File: src/rtl/lct_ram.sv
// ----------------------------------------------------------------------------
// lct_ram: generic single-write, single-read synchronous RAM
// One write port, one read port, read data registered.
// ----------------------------------------------------------------------------
module lct_ram #(
	parameter int WIDTH = 8,
	parameter int DEPTH = 256
) (
	input  logic                     clk,
	input  logic                     we,
	input  logic [$clog2(DEPTH)-1:0] waddr,
	input  logic [WIDTH-1:0]         wdata,
	input  logic [$clog2(DEPTH)-1:0] raddr,
	output logic [WIDTH-1:0]         rdata
);

	logic [WIDTH-1:0] mem [DEPTH];

	always_ff @(posedge clk) begin
		if (we) begin
			mem[waddr] <= wdata;
		end
		rdata <= mem[raddr];
	end

endmodule

File: config.mk
export PLATFORM = sky130hd
export DESIGN_NAME = lct_ram
export DESIGN_NICKNAME = d
export VERILOG_FILES = /design/src/rtl/lct_ram.sv
export SDC_FILE = /design/constraint.sdc
export NUM_CORES = 2
export LEC_CHECK = 0
export ABC_AREA = 1
export BUFFER_PORTS_ARGS = -buffer_cell sky130_fd_sc_hd__buf_4
export CAP_MARGIN = 0
export CORE_UTILIZATION = 40
export DETAILED_ROUTE_END_ITERATION = 12
export SKIP_CTS_REPAIR_TIMING = 1
export SLEW_MARGIN = 20
export SYNTH_ARGS = -nofsm -noshare
export SYNTH_HDL_FRONTEND = slang
export SYNTH_SLANG_ARGS = --single-unit
File: constraint.sdc
create_clock -name clk -period 2.1 [get_ports clk]
set_input_delay 0.315 -clock clk [delete_from_list [all_inputs] [get_ports clk]]
set_output_delay 0.315 -clock clk [all_outputs]
set_load 0.02 [all_outputs]
==> impl_results.md <==
- Die Span X: 458.6 µm
- CP dominant cell by count: nand3_1
- Fin crit period: 2.040 ns
- CP arrival: 2.77 ns
- Worst r2r src: mem[225][0]
- CP Buf/Inv Count: 0
- Syn Inst Count: 7003
- Grt ovf: 0
- Post-synthesis cell area: 83400 µm²
- Final setup fails: 0
- Most common cell after layout, fill and taps aside: nand2_1
- Number of cells on the critical path: 10
- RR Endpoint: rdata[0]
- Hold crit path type: in2reg
- Int Pwr: 66.83 mW
- WL/cell: 23.19 µm
- Post-Syn Nets: 7029
- Die height: 458.6 µm
- Core ar.: 207100 µm²
- CP startpoint kind: flop
- Critical path origin: mem[225][0]
- Hold Fails Final Rpt: 0
- Largest stage delay, worst path: 0.40 ns
- Clk sink count: 2056
- Final Cell Area: 97810 µm²
- Flop2flop setup slack: 0.06 ns
- Pwr Density: 884.0 nW/µm²
- Max-cap viol count: 0
- CTS Buffer Depth: 3
- Clk_lat worst skew: 0.85 ns
- Relative slew margins: 0.6084
- Final antenna-violating net count: 0
- Final period utilization: 0.9715
- Starting density of the core: 0.4027
- Root buf cell: clkbuf_16
- Vias per inst: 5.415
- Synth top area cells: edfxtp_1, nand3_1, nand2_1, buf_2, nor2_1
- CP delay by family, top: simple AND/OR/NAND/NOR gates
- Worst reg2reg path depth: 10
- Iter 0 DRT Violations: 6588
- Nets@finish: 7434
- Vias in the first global route: 54291
- Setup Skew: 0.02247 ns
- # H-tree levels: 4
- Area share of the largest cell type after synthesis: 0.7374
- Placed Instances: 9979
- Clock Power Share: 0.408
- F_max: 490.2 MHz
- Avg Cell Area, Syn: 11.91 µm²
- Reg clk slew, reported paths: 0.06 ns
- Slew @ Worst Pin: 0.5874 ns
- Gr usage total: 0.2274
- Worst-path cell chain: nand2_1, nand3_1, nand3_1, nand3_1, nand3_1, nand3_1, nand3_1, nand2_1, nand2_1, nand2_1
- Largest net degree at the start of global routing: 76
- Reg power frac: 0.523
- Initial antenna violation count: 9
- # IOs: 34
- Area leader, netlist: edfxtp_1
- Status: complete, no violations
- Share of layout cells above drive strength 1: 0.1271
- Unrepaired setup endpoints after global routing: false
- Cell Rows: 167
- Post-synthesis cell type count: 14
- Crit path to: rdata[0]
- Final core utilization: 0.4724
- Max Slew Vio Count: 0
- Area Overhead vs Synth: 17.28%
- #FFs+latches synth: 2056
- Buffers on Ports: 33
- Net Sw Frac: 0.2271
- Num CTS Buffers: 206
- # fillers: 18250
- Die area: 210300 µm²
- CTS tree: built
- CP max FO: 1
- Drt drc: 0
- Most frequent cells in the layout: nand2_1, edfxtp_1, nand3_1
- Hold WS: 0.05098 ns
- Dpl hpwl: 150.7 mm
- Switching component of the power: 19.64 mW
- Seq/Total Area, Yosys: 0.7394
- Worst Setup End Kind: flop
- Post-DP Area: 91290 µm²
- Gate power share: 0.069
- CP required: 2.83 ns
- Synth Warn #: 0
- CP Class: reg2reg
- RePlAce Congestion: 0.9359
- Vias after detailed routing: 56157
- Global-route wire length before repair: 356.2 mm
- Final Non-Filler Cells: 10370
- P_leak: 34.82 nW
- Peak supply drop: 0.9103 mV
- Total Wirelength: 240.5 mm
- CP max-delay cell: nand3_1
- Pre-Repair DR Iteration Count: 8
## flip-flops by register name, summed over array words and instances, names as in the netlist
signal	count
mem	2048
rdata	8
## stage by stage
step,TNS [ns],setup WS (ns),power [mW]
2_1_floorplan,0,0.2935,48.95
3_3_place_gp,-4.380,-0.6168,51.96
3_5_place_dp,-4.464,-0.6183,52.00
4_1_cts,0,0.08827,86.87
5_1_grt,0,0.04460,88.89
6_report,0,0.05988,86.47
## power groups by stage
stage	combinational, mW	sequential (mW)	clock, mW
finish	5.92	45.3	35.3
global route	6.35	45.2	37.3
CTS	5.89	45.3	35.7
detailed placement	5.87	46.1	0
global placement	5.82	46.1	0
floorplan	2.79	46.2	0
## layout make-up
type	count	area [µm²]	area share
Antenna cell	3	7.507	0.00007675
Clock buffer	260	5473	0.05595
Clock inverter	119	948.4	0.009696
Inverter	39	180.2	0.001842
Multi-Input combinational cell	4425	19150	0.1958
Sequential cell	2056	61660	0.6304
Tap cell	2788	3488	0.03566
Timing Repair Buffer	680	6903	0.07057
## worst min-delay path, delay by kind of cell
kind | cells | cell delay, ns
buffers and inverters | 1 | 0.21
and+or+nand+nor | 4 | 0.30
## synth_stat cells
cell and count:
buf_1 40, inv_4 1, inv_2 2, nor2_1 283, dfxtp_1 8, nand2_1 2123
buf_4 46, buf_8 1, buf_6 16, edfxtp_1 2048, inv_1 36, buf_2 268
clkbuf_1 112, nand3_1 2019
## cells by family (layout without fill, tap and decap cells)
| logic type | count (synthesis) | after routing | synth area share |
|---|---|---|---|
| buffers and inverters | 522 | 1098 | 0.03119 |
| and+or+nand+nor | 4425 | 4425 | 0.2295 |
| other | 0 | 3 | 0 |
| DFF | 2056 | 2056 | 0.7394 |
## metal layers
metal,vias to the layer above,global-route usage,part of all wire
met1,27588,0.3069,0.41
li1,25712,-,-
met3,439,0.03380,0.076
met5,-,0,0.000079
met4,4,0.09298,0.040
met2,2414,0.3679,0.47
## how the worst min path moves through the flow
| stage | slack [ns] | end | from | cells after the start |
|---|---|---|---|---|
| floorplan | 0.41 | mem[0][0] | wdata[0] | 0 |
| global placement | 0.66 | mem[224][5] | wdata[5] | 1 |
| detailed placement | 0.67 | mem[224][5] | wdata[5] | 1 |
| CTS | -0.24 | mem[238][5] | wdata[5] | 1 |
| global route | 0.03 | rdata[7] | raddr[6] | 5 |
| finish | 0.05 | rdata[7] | raddr[6] | 5 |
(Power assumes the default switching activity.)
